--- config.mk ---
export PLATFORM = sky130hd
export DESIGN_NAME = led_color_spi_frame_encoder
export DESIGN_NICKNAME = d
export VERILOG_FILES = /design/src/sv/lcse_pkg.sv /design/src/sv/led_color_spi_frame_encoder.sv /design/src/sv/lcse_front.sv /design/src/sv/lcse_fifo.sv /design/src/sv/lcse_back.sv
export VERILOG_INCLUDE_DIRS = /design/src /design/src/sv
export SDC_FILE = /design/constraint.sdc
export NUM_CORES = 1
export LEC_CHECK = 0
export BUFFER_PORTS_ARGS = -buffer_cell sky130_fd_sc_hd__buf_2
export CAP_MARGIN = 40
export CORE_ASPECT_RATIO = 0.9
export CORE_MARGIN = 5
export CORE_UTILIZATION = 64
export CTS_CLUSTER_DIAMETER = 40
export DETAILED_ROUTE_END_ITERATION = 8
export GPL_ROUTABILITY_DRIVEN = 0
export PLACE_DENSITY = 0.82
export SYNTH_ARGS = -nofsm -noshare
export SYNTH_HDL_FRONTEND = slang
export SYNTH_SLANG_ARGS = --single-unit
--- constraint.sdc ---
create_clock -name clk -period 7.09 [get_ports clk]
set_input_delay 1.418 -clock clk [delete_from_list [all_inputs] [get_ports clk]]
set_output_delay 1.418 -clock clk [all_outputs]
set_load 0.01 [all_outputs]
--- src/sv/assert_macros.svh ---
// Assertion helpers shared by the encoder modules.
`ifndef ASSERT_MACROS_SVH
`define ASSERT_MACROS_SVH

// Property must hold at every clock edge outside reset.
`define ASSERT_ALWAYS(name, clk, rst_n, prop) \
    name: assert property (@(posedge clk) disable iff (!rst_n) prop) \
        else $error("assertion failed");

// Condition must never be true outside reset.
`define ASSERT_NEVER(name, clk, rst_n, cond) \
    `ASSERT_ALWAYS(name, clk, rst_n, (!(cond)))

`endif

--- src/sv/lcse_pkg.sv ---
package lcse_pkg;

    // Field widths.
    localparam int COMP_W = 8;
    localparam int HUE_W  = 11;
    localparam int GAP_W  = 6;
    localparam int ENC_W  = 3 * COMP_W;

    // Defaults for top level parameters.
    localparam int HUE_FRACTION_BITS_DEF = 8;
    localparam int QUEUE_DEPTH_DEF       = 2;

    // Configuration register.
    localparam logic             CFG_IDX_GAP = 1'b0;
    localparam logic [GAP_W-1:0] GAP_RESET   = 6'd20;
    localparam logic [GAP_W-1:0] GAP_MAX     = 6'd32;

    // Operation codes.
    localparam logic OP_RGB = 1'b0;
    localparam logic OP_HSV = 1'b1;

    // Full scale of a color fraction.
    localparam logic [COMP_W-1:0] FULL_SCALE = 8'd255;

    // Line patterns for one color bit.
    localparam logic [2:0] PULSE_ONE  = 3'b110;
    localparam logic [2:0] PULSE_ZERO = 3'b100;

    typedef struct packed {
        logic [COMP_W-1:0] red;
        logic [COMP_W-1:0] green;
        logic [COMP_W-1:0] blue;
    } color_t;

    // Exact x / 255 for x below 65280: reciprocal estimate plus one correction.
    function automatic logic [COMP_W-1:0] div255(input logic [15:0] x);
        logic [16:0] sum;
        logic [8:0]  quo;
        logic [16:0] prod;
        logic [16:0] rem;
        sum  = {1'b0, x} + {9'd0, x[15:8]} + 17'd1;
        quo  = sum[16:8];
        prod = {quo, 8'd0} - {8'd0, quo};
        rem  = {1'b0, x} - prod;
        if (rem >= 17'd255)
        begin
            quo = quo + 9'd1;
        end
        return quo[COMP_W-1:0];
    endfunction

    // Each color bit becomes three line bits, MSB first.
    function automatic logic [ENC_W-1:0] pulse_encode(input logic [COMP_W-1:0] c);
        logic [ENC_W-1:0] acc;
        acc = '0;
        for (int k = 0; k < COMP_W; k++)
        begin
            acc[3*k +: 3] = c[k] ? PULSE_ONE : PULSE_ZERO;
        end
        return acc;
    endfunction

endpackage

--- src/sv/led_color_spi_frame_encoder.sv ---
// A frame is gap + 10 bytes, one byte per cycle while out_ready is high;
// frames follow one another back to back while the queue holds a color.
// The byte-wide output register limits the color rate; the HSV pipeline takes one color
// a cycle unless the queue is full and its last stage holds a color.
// Reset (rst_n, asynchronous, active low) empties the queue and pipeline
// and sets the reset gap to 20 bytes.
module led_color_spi_frame_encoder #(
    parameter int HUE_FRACTION_BITS = lcse_pkg::HUE_FRACTION_BITS_DEF,
    parameter int QUEUE_DEPTH       = lcse_pkg::QUEUE_DEPTH_DEF
) (
    input  logic                        clk,
    input  logic                        rst_n,
    input  logic                        psel,
    input  logic                        penable,
    input  logic                        pwrite,
    input  logic [2:0]                  paddr,
    input  logic [31:0]                 pwdata,
    output logic [31:0]                 prdata,
    output logic                        pready,
    input  logic                        in_valid,
    output logic                        in_ready,
    input  logic                        operation,
    input  logic [lcse_pkg::COMP_W-1:0] red_in,
    input  logic [lcse_pkg::COMP_W-1:0] green_in,
    input  logic [lcse_pkg::COMP_W-1:0] blue_in,
    input  logic [lcse_pkg::HUE_W-1:0]  hue,
    input  logic [lcse_pkg::COMP_W-1:0] saturation,
    input  logic [lcse_pkg::COMP_W-1:0] brightness,
    output logic                        out_valid,
    input  logic                        out_ready,
    output logic [lcse_pkg::COMP_W-1:0] line_byte,
    output logic                        last
);
    import lcse_pkg::*;

    logic [GAP_W-1:0] gap_cfg_reg;
    logic [GAP_W-1:0] gap_len;
    logic             push;
    color_t           push_data;
    logic             full;
    logic             pop;
    color_t           pop_data;
    logic             empty;

    // Configuration register write and read back.
    assign pready = 1'b1;

    always_ff @(posedge clk or negedge rst_n)
    begin
        if (!rst_n)
        begin
            gap_cfg_reg <= GAP_RESET;
        end
        else if (psel && penable && pwrite && (paddr[2] == CFG_IDX_GAP))
        begin
            gap_cfg_reg <= pwdata[GAP_W-1:0];
        end
    end

    assign prdata = (paddr[2] == CFG_IDX_GAP) ? {{(32-GAP_W){1'b0}}, gap_cfg_reg} : 32'd0;

    // Gap length saturates at the largest allowed run.
    assign gap_len = (gap_cfg_reg > GAP_MAX) ? GAP_MAX : gap_cfg_reg;

    lcse_front #(
        .HUE_FRACTION_BITS (HUE_FRACTION_BITS)
    ) u_front (
        .clk        (clk),
        .rst_n      (rst_n),
        .in_valid   (in_valid),
        .in_ready   (in_ready),
        .operation  (operation),
        .red_in     (red_in),
        .green_in   (green_in),
        .blue_in    (blue_in),
        .hue        (hue),
        .saturation (saturation),
        .brightness (brightness),
        .push       (push),
        .push_data  (push_data),
        .full       (full)
    );

    lcse_fifo #(
        .DEPTH (QUEUE_DEPTH)
    ) u_fifo (
        .clk       (clk),
        .rst_n     (rst_n),
        .push      (push),
        .push_data (push_data),
        .full      (full),
        .pop       (pop),
        .pop_data  (pop_data),
        .empty     (empty)
    );

    lcse_back u_back (
        .clk       (clk),
        .rst_n     (rst_n),
        .gap_len   (gap_len),
        .empty     (empty),
        .pop_data  (pop_data),
        .pop       (pop),
        .out_valid (out_valid),
        .out_ready (out_ready),
        .line_byte (line_byte),
        .last      (last)
    );

endmodule

--- src/sv/lcse_front.sv ---
module lcse_front #(
    parameter int HUE_FRACTION_BITS = lcse_pkg::HUE_FRACTION_BITS_DEF
) (
    input  logic                        clk,
    input  logic                        rst_n,
    input  logic                        in_valid,
    output logic                        in_ready,
    input  logic                        operation,
    input  logic [lcse_pkg::COMP_W-1:0] red_in,
    input  logic [lcse_pkg::COMP_W-1:0] green_in,
    input  logic [lcse_pkg::COMP_W-1:0] blue_in,
    input  logic [lcse_pkg::HUE_W-1:0]  hue,
    input  logic [lcse_pkg::COMP_W-1:0] saturation,
    input  logic [lcse_pkg::COMP_W-1:0] brightness,
    output logic                        push,
    output lcse_pkg::color_t            push_data,
    input  logic                        full
);
    import lcse_pkg::*;

    localparam int FB  = HUE_FRACTION_BITS;
    localparam int FS  = 1 << FB;
    localparam int DEN = 255 * FS;
    localparam int TW  = COMP_W + FB;
    localparam int PW  = 2 * COMP_W + FB;

    typedef enum logic [2:0] {
        SEC_0 = 3'd0,
        SEC_1 = 3'd1,
        SEC_2 = 3'd2,
        SEC_3 = 3'd3,
        SEC_4 = 3'd4,
        SEC_5 = 3'd5
    } sector_t;

    // Stage A registers: hue split and saturation products.
    logic              a_valid_reg;
    logic              a_op_reg;
    color_t            a_rgb_reg;
    logic [COMP_W-1:0] a_v_reg;
    logic              a_szero_reg;
    sector_t           a_sector_reg;
    logic [COMP_W-1:0] a_pterm_reg;
    logic [TW-1:0]     a_qterm_reg;
    logic [TW-1:0]     a_tterm_reg;

    // Stage B registers: products with brightness.
    logic              b_valid_reg;
    logic              b_op_reg;
    color_t            b_rgb_reg;
    logic [COMP_W-1:0] b_v_reg;
    logic              b_szero_reg;
    sector_t           b_sector_reg;
    logic [15:0]       b_pprod_reg;
    logic [PW-1:0]     b_qprod_reg;
    logic [PW-1:0]     b_tprod_reg;

    logic                  advance;
    logic [HUE_W+FB-1:0]   hue_ext;
    logic [FB-1:0]         frac;
    logic [HUE_W-1:0]      sector_w;
    sector_t               sector_in;
    logic [FB:0]           frac_inv;
    logic [TW-1:0]         s_frac;
    logic [TW-1:0]         s_inv;
    logic [COMP_W-1:0]     p_val;
    logic [COMP_W-1:0]     q_val;
    logic [COMP_W-1:0]     t_val;
    color_t                hsv_rgb;

    // The whole pipeline stalls only when the last stage cannot push.
    assign advance  = !b_valid_reg || !full;
    assign in_ready = advance;
    assign push     = b_valid_reg && !full;

    // Split hue into sector and fraction; clamp sectors above five.
    assign hue_ext  = {{FB{1'b0}}, hue};
    assign frac     = hue_ext[FB-1:0];
    assign sector_w = hue_ext[FB +: HUE_W];
    assign sector_in = (sector_w > HUE_W'(5)) ? SEC_5 : sector_t'(sector_w[2:0]);
    assign frac_inv = (FB+1)'(FS) - {1'b0, frac};
    assign s_frac   = TW'(saturation) * TW'(frac);
    assign s_inv    = TW'(saturation) * TW'(frac_inv);

    // Stage A and B registers.
    always_ff @(posedge clk or negedge rst_n)
    begin
        if (!rst_n)
        begin
            a_valid_reg <= 1'b0;
            b_valid_reg <= 1'b0;
        end
        else if (advance)
        begin
            a_valid_reg <= in_valid;
            b_valid_reg <= a_valid_reg;
        end
    end

    always_ff @(posedge clk)
    begin
        if (advance)
        begin
            a_op_reg     <= operation;
            a_rgb_reg    <= '{red: red_in, green: green_in, blue: blue_in};
            a_v_reg      <= brightness;
            a_szero_reg  <= (saturation == '0);
            a_sector_reg <= sector_in;
            a_pterm_reg  <= FULL_SCALE - saturation;
            a_qterm_reg  <= TW'(DEN) - s_frac;
            a_tterm_reg  <= TW'(DEN) - s_inv;

            b_op_reg     <= a_op_reg;
            b_rgb_reg    <= a_rgb_reg;
            b_v_reg      <= a_v_reg;
            b_szero_reg  <= a_szero_reg;
            b_sector_reg <= a_sector_reg;
            b_pprod_reg  <= 16'(a_v_reg) * 16'(a_pterm_reg);
            b_qprod_reg  <= PW'(a_v_reg) * PW'(a_qterm_reg);
            b_tprod_reg  <= PW'(a_v_reg) * PW'(a_tterm_reg);
        end
    end

    // Division by 255 (after the fraction shift) and sector selection.
    assign p_val = div255(b_pprod_reg);
    assign q_val = div255(b_qprod_reg[FB +: 16]);
    assign t_val = div255(b_tprod_reg[FB +: 16]);

    always_comb
    begin
        case (b_sector_reg)
            SEC_0:   hsv_rgb = '{red: b_v_reg, green: t_val,   blue: p_val};
            SEC_1:   hsv_rgb = '{red: q_val,   green: b_v_reg, blue: p_val};
            SEC_2:   hsv_rgb = '{red: p_val,   green: b_v_reg, blue: t_val};
            SEC_3:   hsv_rgb = '{red: p_val,   green: q_val,   blue: b_v_reg};
            SEC_4:   hsv_rgb = '{red: t_val,   green: p_val,   blue: b_v_reg};
            default: hsv_rgb = '{red: b_v_reg, green: p_val,   blue: q_val};
        endcase
    end

    // Pick the color source; zero saturation gives gray.
    always_comb
    begin
        if (b_op_reg == OP_RGB)
        begin
            push_data = b_rgb_reg;
        end
        else if (b_szero_reg)
        begin
            push_data = '{red: b_v_reg, green: b_v_reg, blue: b_v_reg};
        end
        else
        begin
            push_data = hsv_rgb;
        end
    end

endmodule

--- src/sv/lcse_fifo.sv ---
`include "assert_macros.svh"

module lcse_fifo #(
    parameter int DEPTH = lcse_pkg::QUEUE_DEPTH_DEF
) (
    input  logic             clk,
    input  logic             rst_n,
    input  logic             push,
    input  lcse_pkg::color_t push_data,
    output logic             full,
    input  logic             pop,
    output lcse_pkg::color_t pop_data,
    output logic             empty
);
    import lcse_pkg::*;

    localparam int PTR_W = $clog2(DEPTH);
    localparam int CNT_W = $clog2(DEPTH + 1);

    color_t             mem_reg [DEPTH];
    logic [PTR_W-1:0]   wr_ptr_reg;
    logic [PTR_W-1:0]   rd_ptr_reg;
    logic [CNT_W-1:0]   count_reg;

    assign full     = (count_reg == CNT_W'(DEPTH));
    assign empty    = (count_reg == '0);
    assign pop_data = mem_reg[rd_ptr_reg];

    // Pointers and fill count.
    always_ff @(posedge clk or negedge rst_n)
    begin
        if (!rst_n)
        begin
            wr_ptr_reg <= '0;
            rd_ptr_reg <= '0;
            count_reg  <= '0;
        end
        else
        begin
            if (push)
            begin
                wr_ptr_reg <= (wr_ptr_reg == PTR_W'(DEPTH - 1)) ? '0 : wr_ptr_reg + 1'b1;
            end
            if (pop)
            begin
                rd_ptr_reg <= (rd_ptr_reg == PTR_W'(DEPTH - 1)) ? '0 : rd_ptr_reg + 1'b1;
            end
            if (push && !pop)
            begin
                count_reg <= count_reg + 1'b1;
            end
            else if (pop && !push)
            begin
                count_reg <= count_reg - 1'b1;
            end
        end
    end

    // Storage.
    always_ff @(posedge clk)
    begin
        if (push)
        begin
            mem_reg[wr_ptr_reg] <= push_data;
        end
    end

    `ASSERT_ALWAYS(a_count_bound, clk, rst_n, (count_reg <= CNT_W'(DEPTH)))
    `ASSERT_NEVER(a_push_full, clk, rst_n, push && full)

endmodule

--- src/sv/lcse_back.sv ---
`include "assert_macros.svh"

module lcse_back (
    input  logic                        clk,
    input  logic                        rst_n,
    input  logic [lcse_pkg::GAP_W-1:0]  gap_len,
    input  logic                        empty,
    input  lcse_pkg::color_t            pop_data,
    output logic                        pop,
    output logic                        out_valid,
    input  logic                        out_ready,
    output logic [lcse_pkg::COMP_W-1:0] line_byte,
    output logic                        last
);
    import lcse_pkg::*;

    localparam int FRAME_W = 3 * ENC_W;
    localparam logic [GAP_W-1:0] DATA_LAST = GAP_W'(3 * ENC_W / COMP_W - 1);

    typedef enum logic [1:0] {
        ST_IDLE,
        ST_GAP,
        ST_DATA,
        ST_TAIL
    } state_t;

    state_t               state_reg, state_next;
    logic [GAP_W-1:0]     cnt_reg, cnt_next;
    logic [FRAME_W-1:0]   frame_reg, frame_next;
    logic                 out_valid_reg, out_valid_next;
    logic [COMP_W-1:0]    line_byte_reg, line_byte_next;
    logic                 last_reg, last_next;
    logic                 load;

    // The output register can take a new word when empty or being drained.
    assign load = !out_valid_reg || out_ready;

    always_comb
    begin
        state_next     = state_reg;
        cnt_next       = cnt_reg;
        frame_next     = frame_reg;
        out_valid_next = out_valid_reg && !out_ready;
        line_byte_next = line_byte_reg;
        last_next      = last_reg;
        pop            = 1'b0;

        case (state_reg)
            ST_IDLE:
            begin
                if (!empty)
                begin
                    pop = 1'b1;
                end
            end
            ST_GAP:
            begin
                if (load)
                begin
                    out_valid_next = 1'b1;
                    line_byte_next = '0;
                    last_next      = 1'b0;
                    if (cnt_reg == GAP_W'(1))
                    begin
                        state_next = ST_DATA;
                        cnt_next   = '0;
                    end
                    else
                    begin
                        cnt_next = cnt_reg - 1'b1;
                    end
                end
            end
            ST_DATA:
            begin
                if (load)
                begin
                    out_valid_next = 1'b1;
                    line_byte_next = frame_reg[FRAME_W-1 -: COMP_W];
                    last_next      = 1'b0;
                    frame_next     = {frame_reg[FRAME_W-COMP_W-1:0], {COMP_W{1'b0}}};
                    if (cnt_reg == DATA_LAST)
                    begin
                        state_next = ST_TAIL;
                    end
                    else
                    begin
                        cnt_next = cnt_reg + 1'b1;
                    end
                end
            end
            ST_TAIL:
            begin
                if (load)
                begin
                    out_valid_next = 1'b1;
                    line_byte_next = '0;
                    last_next      = 1'b1;
                    if (!empty)
                    begin
                        pop = 1'b1;
                    end
                    else
                    begin
                        state_next = ST_IDLE;
                    end
                end
            end
            default:
            begin
                state_next = ST_IDLE;
            end
        endcase

        // Start the next frame straight from the queue head.
        if (pop)
        begin
            frame_next = {pulse_encode(pop_data.green), pulse_encode(pop_data.red),
                          pulse_encode(pop_data.blue)};
            if (gap_len != '0)
            begin
                state_next = ST_GAP;
                cnt_next   = gap_len;
            end
            else
            begin
                state_next = ST_DATA;
                cnt_next   = '0;
            end
        end
    end

    // State and output word registers.
    always_ff @(posedge clk or negedge rst_n)
    begin
        if (!rst_n)
        begin
            state_reg     <= ST_IDLE;
            cnt_reg       <= '0;
            out_valid_reg <= 1'b0;
            last_reg      <= 1'b0;
            frame_reg     <= '0;
            line_byte_reg <= '0;
        end
        else
        begin
            state_reg     <= state_next;
            cnt_reg       <= cnt_next;
            out_valid_reg <= out_valid_next;
            last_reg      <= last_next;
            frame_reg     <= frame_next;
            line_byte_reg <= line_byte_next;
        end
    end

    assign out_valid = out_valid_reg;
    assign line_byte = line_byte_reg;
    assign last      = last_reg;

    `ASSERT_NEVER(a_pop_empty, clk, rst_n, pop && empty)
    `ASSERT_ALWAYS(a_gap_count, clk, rst_n, (state_reg == ST_GAP |-> cnt_reg != '0))
    `ASSERT_ALWAYS(a_data_count, clk, rst_n, (state_reg == ST_DATA |-> cnt_reg <= DATA_LAST))

endmodule

Yosys cells after proc, flatten, opt, wreduce, memory -nomap -nowiden
Memories as Yosys holds them, arrays and structs flattened.
Index checks and enable logic that the tools add are counted.
W data, S select, Z words.
- register bits: 280
- RAM bits: 48
- output and inout bits: 44
- word-level logic and storage cells: 193
- memories kept: 1
- add/subtract/negate cells: 25
- $mul: 5
- magnitude comparators: 5
- equality and inequality tests: 21
- multiplexer cells: 68
- bitwise operators: 1
- reduce and logical (&&, ||, !) cells: 35
- memory list (name ; words ; bits a word ; rd ports ; clocked after Yosys merged registers in ; wr ports ; RTL line ; source):
    u_fifo.mem_reg ; 2 ; 24 ; 1 ; 0 ; 1 ; lcse_fifo.sv:20 ; color_t mem_reg [DEPTH];
- operators by type and width (cell ; number):
    $mux W72 ; 3
    $pmux W24 S5 ; 1
    $mux W2 ; 34
    $add A16 B8 Y17 ; 3
    $add A17 B1 Y17 const B ; 3
    $ge A17 B8 Y1 const B ; 3
    $sub A16 B17 Y17 ; 3
    $sub A17 B9 Y17 ; 3
    $mul A8 B16 Y24 ; 2
    $mux W24 ; 2
    $mux W6 ; 8
    $mux W8 ; 5
    $mul A8 B8 Y16 ; 2
    $sub A16 B16 Y16 const A ; 2
    $add A8 B1 Y8 const B ; 3
    $ne A3 B2 Y1 const B ; 6
    $mul A8 B9 Y16 ; 1
    $pmux W8 S2 ; 1
    $pmux W6 S2 ; 1
    $mux W1 ; 10
    $reduce_bool A2 Y1 ; 5
    $sub A9 B8 Y9 const A ; 1
    $logic_not A8 Y1 ; 1
    $ne A2 B1 Y1 const B ; 4
    33 further kinds ; 53

Depth between registers and ports, before layout
- depth after elaboration: 9
- mapped depth: 28
- mapped depth without buffers: 26

Cells and area by module
From an unflattened synthesis, not the netlist that was laid out.
- cell total of the unflattened synthesis: 3298
- area total of the unflattened synthesis: 31286.3 µm²
- by module, submodules not included (module ; instances ; cells an instance ; area each (µm²) ; sequential area each (µm²)):
    lcse_front ; 1 ; 2703 ; 24781.3 ; 4884.7
    lcse_back ; 1 ; 450 ; 3942.5 ; 2077.0
    lcse_fifo ; 1 ; 91 ; 2020.7 ; 1541.5
    led_color_spi_frame_encoder ; 1 ; 54 ; 541.8 ; 152.6

Worst setup path after synthesis
Ideal clock, no wire load.
- path type: input -> register
- start point: input hue[0] (netlist bit)
- end point: register u_front.a_tterm_reg[15] (data pin)
- arrival time: 6.277 ns
- required time: 6.830 ns
- setup slack: 0.553 ns
- cell stages on the path: 23
- path through: clkbuf_1 > inv_1 > ha_1 > nand2_1 > or3_1 > clkbuf_1 > xor2_1 > nand2_1 > fa_1 > inv_1 > fa_1 > fa_1 > inv_1 > fa_1 > ha_1 > o21ai_0 > a21boi_0 > o21ai_0 > nand2b_1 > a21o_1 > a21oi_1 > o21ai_0 > xnor2_1
- word-level cells in the longest chain between the ends: 3
- RTL lines (what ; RTL line ; source):
    from (decl) ; led_color_spi_frame_encoder.sv:26 ; input logic [lcse_pkg::HUE_W-1:0] hue,
    $sub A9 B8 Y9 ; lcse_front.sv:81 ; assign frac_inv = (FB+1)'(FS) - {1'b0, frac};
    $mul A8 B9 Y16 ; lcse_front.sv:83 ; assign s_inv = TW'(saturation) * TW'(frac_inv);
    $sub A16 B16 Y16 ; lcse_front.sv:111 ; a_tterm_reg <= TW'(DEN) - s_inv;
    to (signal assigned) ; lcse_front.sv:111 ;
    to (decl) ; lcse_front.sv:45 ; logic [TW-1:0] a_tterm_reg;
Every way passes these cells.
A chain may end at the register's enable or synchronous reset.

==> flow_summary.json <==
{
  "die_h_um": 219,
  "dpl.hpwl_um": 54400,
  "finalCritPeriodShare_pct": 95.9,
  "synth_area_um2": 30900,
  "met3_usage_pct": 5.34,
  "drtPass1Iterations": 7,
  "status": "finished, final reports clean",
  "hold_buffers": 0,
  "dpl_worst_slack_ps": 207,
  "required_ps": 7440,
  "yosysSeqAreaShare_pct": 28.0,
  "yosysWarningCount": 0,
  "vias": 24100,
  "maxCapViolCount": 0,
  "postRouteAntennaNets": 0,
  "synth-seq-cells": 304,
  "ys_types": 82,
  "die_w_um": 242,
  "totalWireLength_um": 73700,
  "synth_edf_count": 209,
  "wl_per_cell_um": 18.4,
  "finalHoldViolations": 0,
  "path_clk_slew_ps": 60,
  "grt_use_total_pct": 28.1,
  "clock_sinks": 304,
  "nets": 4038,
  "grt_pass1_wl_um": 123000,
  "die-area_um2": 52800,
  "n_antenna_cell": 0,
  "min_to": "u_front.b_szero_reg$_DFFE_PP_",
  "drv_slew": 0,
  "rr_endpoint": "u_fifo.mem_reg[1][15]$_DFFE_PP_",
  "antenna_found_initial": 1,
  "htree_levels": 2,
  "synth.avg_cell_area_um2": 9.41,
  "setup_viol_count_final": 0,
  "cts_buffers": 46,
  "synth_cells": 3286,
  "cp_max_fo": 9,
  "crit_arrival_ps": 7150,
  "initial_core_util_pct": 64.6,
  "max_slew.worst_pin.slew_ps": 943,
  "cp-start-kind": "flop",
  "io_pins": 138,
  "grt_max_degree": 141,
  "fmax_ghz": 0.147,
  "grt_use_met1_pct": 35.7,
  "grt_pass1_vias": 25200,
  "critPathKind": "reg2reg",
  "coreArea_um2": 47800,
  "num_rows": 76,
  "fill_cells": 3344,
  "cpPeakStageDelay_ps": 510,
  "hold_start": "u_front.a_szero_reg$_DFFE_PP_",
  "cts_tree": "yes",
  "drc": 0,
  "largest_reg_flops": 65,
  "viasPerCell": 6.03,
  "fin_ws_ps": 289,
  "slowest_stage": "edfxtp_1",
  "async_flop_share_pct": 31.3,
  "hold_class": "reg2reg",
  "finClkSkew_ps": 31.6,
  "grt-ovfl-total": 0,
  "worstHoldPathCells": 0,
  "port_buffers": 82,
  "met2_usage_pct": 47.2,
  "drive_gt1_share_pct": 7.12,
  "grt.busiest_layer": "met2",
  "drt_iter0_markers": 2281,
  "slew_headroom_pct": 37.1,
  "clk_latency_ps": 600,
  "rr_startpoint": "u_front.b_tprod_reg[22]$_DFFE_PP_",
  "layout-area-overhead-vs-synth_pct": 8.45,
  "min_period_ps": 6800,
  "cts_root_buf": "clkbuf_16",
  "r2r_slack_ps": 290,
  "r2r_cells": 29,
  "cts_max_path_buffers": 3,
  "synthFlopType": "edfxtp_1",
  "crit_path_end_kind": "flop"
}
metrics by stage:
stage               instance area, um2  cells  utilization (%)  setup TNS, ps  hold slack, ps
floorplan                        31000   3311                -              0             400
global placement                 31800   3902             66.6              0             402
detailed placement               31900   3907             66.8              0             405
CTS                              33500   3993             70.0              0             416
global route                     33500   3996             70.1           -122             427
finish                           33500   3996             70.1              0             416
how the worst max path moves through the flow:
stage	start	to	cells after the start
4_1_cts	u_front.b_tprod_reg[22]$_DFFE_PP_	u_fifo.mem_reg[1][20]$_DFFE_PP_	27
6_report	u_front.b_tprod_reg[22]$_DFFE_PP_	u_fifo.mem_reg[1][15]$_DFFE_PP_	29
2_1_floorplan	hue[0]	u_front.a_tterm_reg[15]$_DFFE_PP_	23
3_3_place_gp	hue[0]	u_front.a_tterm_reg[15]$_DFFE_PP_	23
5_1_grt	u_front.b_tprod_reg[22]$_DFFE_PP_	u_fifo.mem_reg[0][12]$_DFFE_PP_	26
3_5_place_dp	u_front.b_tprod_reg[22]$_DFFE_PP_	u_fifo.mem_reg[1][20]$_DFFE_PP_	27
Yosys cell counts, types with 8 or more instances:
master	count	area share [%]
fa_1	281	18
o211ai_1	12	0.29
o21ai_0	98	1.6
nor3_1	40	0.65
inv_1	465	5.6
mux2_2	12	0.44
nor4_1	17	0.34
nor2b_1	39	0.79
o221ai_1	9	0.25
or2_2	10	0.20
clkbuf_1	112	1.4
o2111ai_1	8	0.23
dfrtp_1	93	7.5
or3_1	12	0.24
edfxtp_1	209	20
nand2_1	450	5.5
o31a_1	8	0.23
a221oi_1	16	0.45
and2_1	243	4.9
nand3b_1	10	0.24
xor2_1	28	0.79
a21o_1	26	0.63
o21a_1	21	0.51
a31oi_1	32	0.65
mux2i_1	22	0.71
nand2b_1	28	0.57
nand4_1	20	0.40
o22ai_1	10	0.20
a21oi_1	117	1.9
ha_1	329	13
xnor2_1	103	2.9
a211oi_1	31	0.75
nand3_1	60	0.97
nor2_1	141	1.7
buf_4	27	0.66
and3_1	18	0.36
a21boi_0	12	0.29
per-layer routing:
layer | vias up | wire length, um
li1 | 11000 | -
met1 | 11700 | 29200
met2 | 1171 | 35400
met3 | 254 | 5700
met4 | 2 | 3360
met5 | - | 7
cell families after synthesis:
| logic type | share of synthesized area, % |
|---|---|
| DFF | 28.0 |
| and+or+nand+nor | 17.6 |
| adders and majority gates | 31.5 |
| buffers and inverters | 7.76 |
| other | 0.0243 |
| xor gates and xnor gates | 3.71 |
| muxes | 1.15 |
| AOI/OAI and AO/OA | 10.2 |
cell usage in the layout (no fill, tap or decap), types with 16 or more instances in the layout:
cell type  Yosys  layout
ha_1         329     328
clkbuf_16      0      46
nand2b_1      28      28
a21o_1        26      26
a211oi_1      31      31
o21ai_0       98      98
and2_1       243     243
nor2_1       141     139
nor4_1        17      16
buf_4         27      29
o21a_1        21      21
nor2b_1       39      39
mux2i_1       22      21
inv_1        465     465
fa_1         281     281
and3_1        18      18
xor2_1        28      28
nand4_1       20      20
buf_2          1      81
nor3_1        40      38
conb_1         2      27
edfxtp_1     209     209
xnor2_1      103     102
dfrtp_1       93      93
a31oi_1       32      32
nand2_1      450     449
nand3_1       60      60
a21oi_1      117     117
a221oi_1      16      16
worst max-delay path, delay by kind of cell, from the launching register on:
family | cells | cell delay, ps
simple gates | 9 | 1430
flops | 1 | 510
compound gates | 9 | 2210
buf+inv | 6 | 820
fa+ha+maj | 4 | 1440
mux | 1 | 120
timing repair:
item	CTS	global route
gates resized for setup	0	6
endpoints found under the setup margin	0	39
setup buffers	0	2
layout make-up:
cell class              count  area [um2]  area share (%)
clock inverters            30         304           0.907
clock buffers              56        1220            3.64
repair buffers            118         793            2.37
multi-input cells        2395       20000            59.7
inverters                 469        1760            5.25
well taps                 624         781            2.33
flip-flops and latches    304        8660            25.8
Power is not shown: default switching activity piles up to over one toggle a cycle in this logic, so the estimate is an artifact.
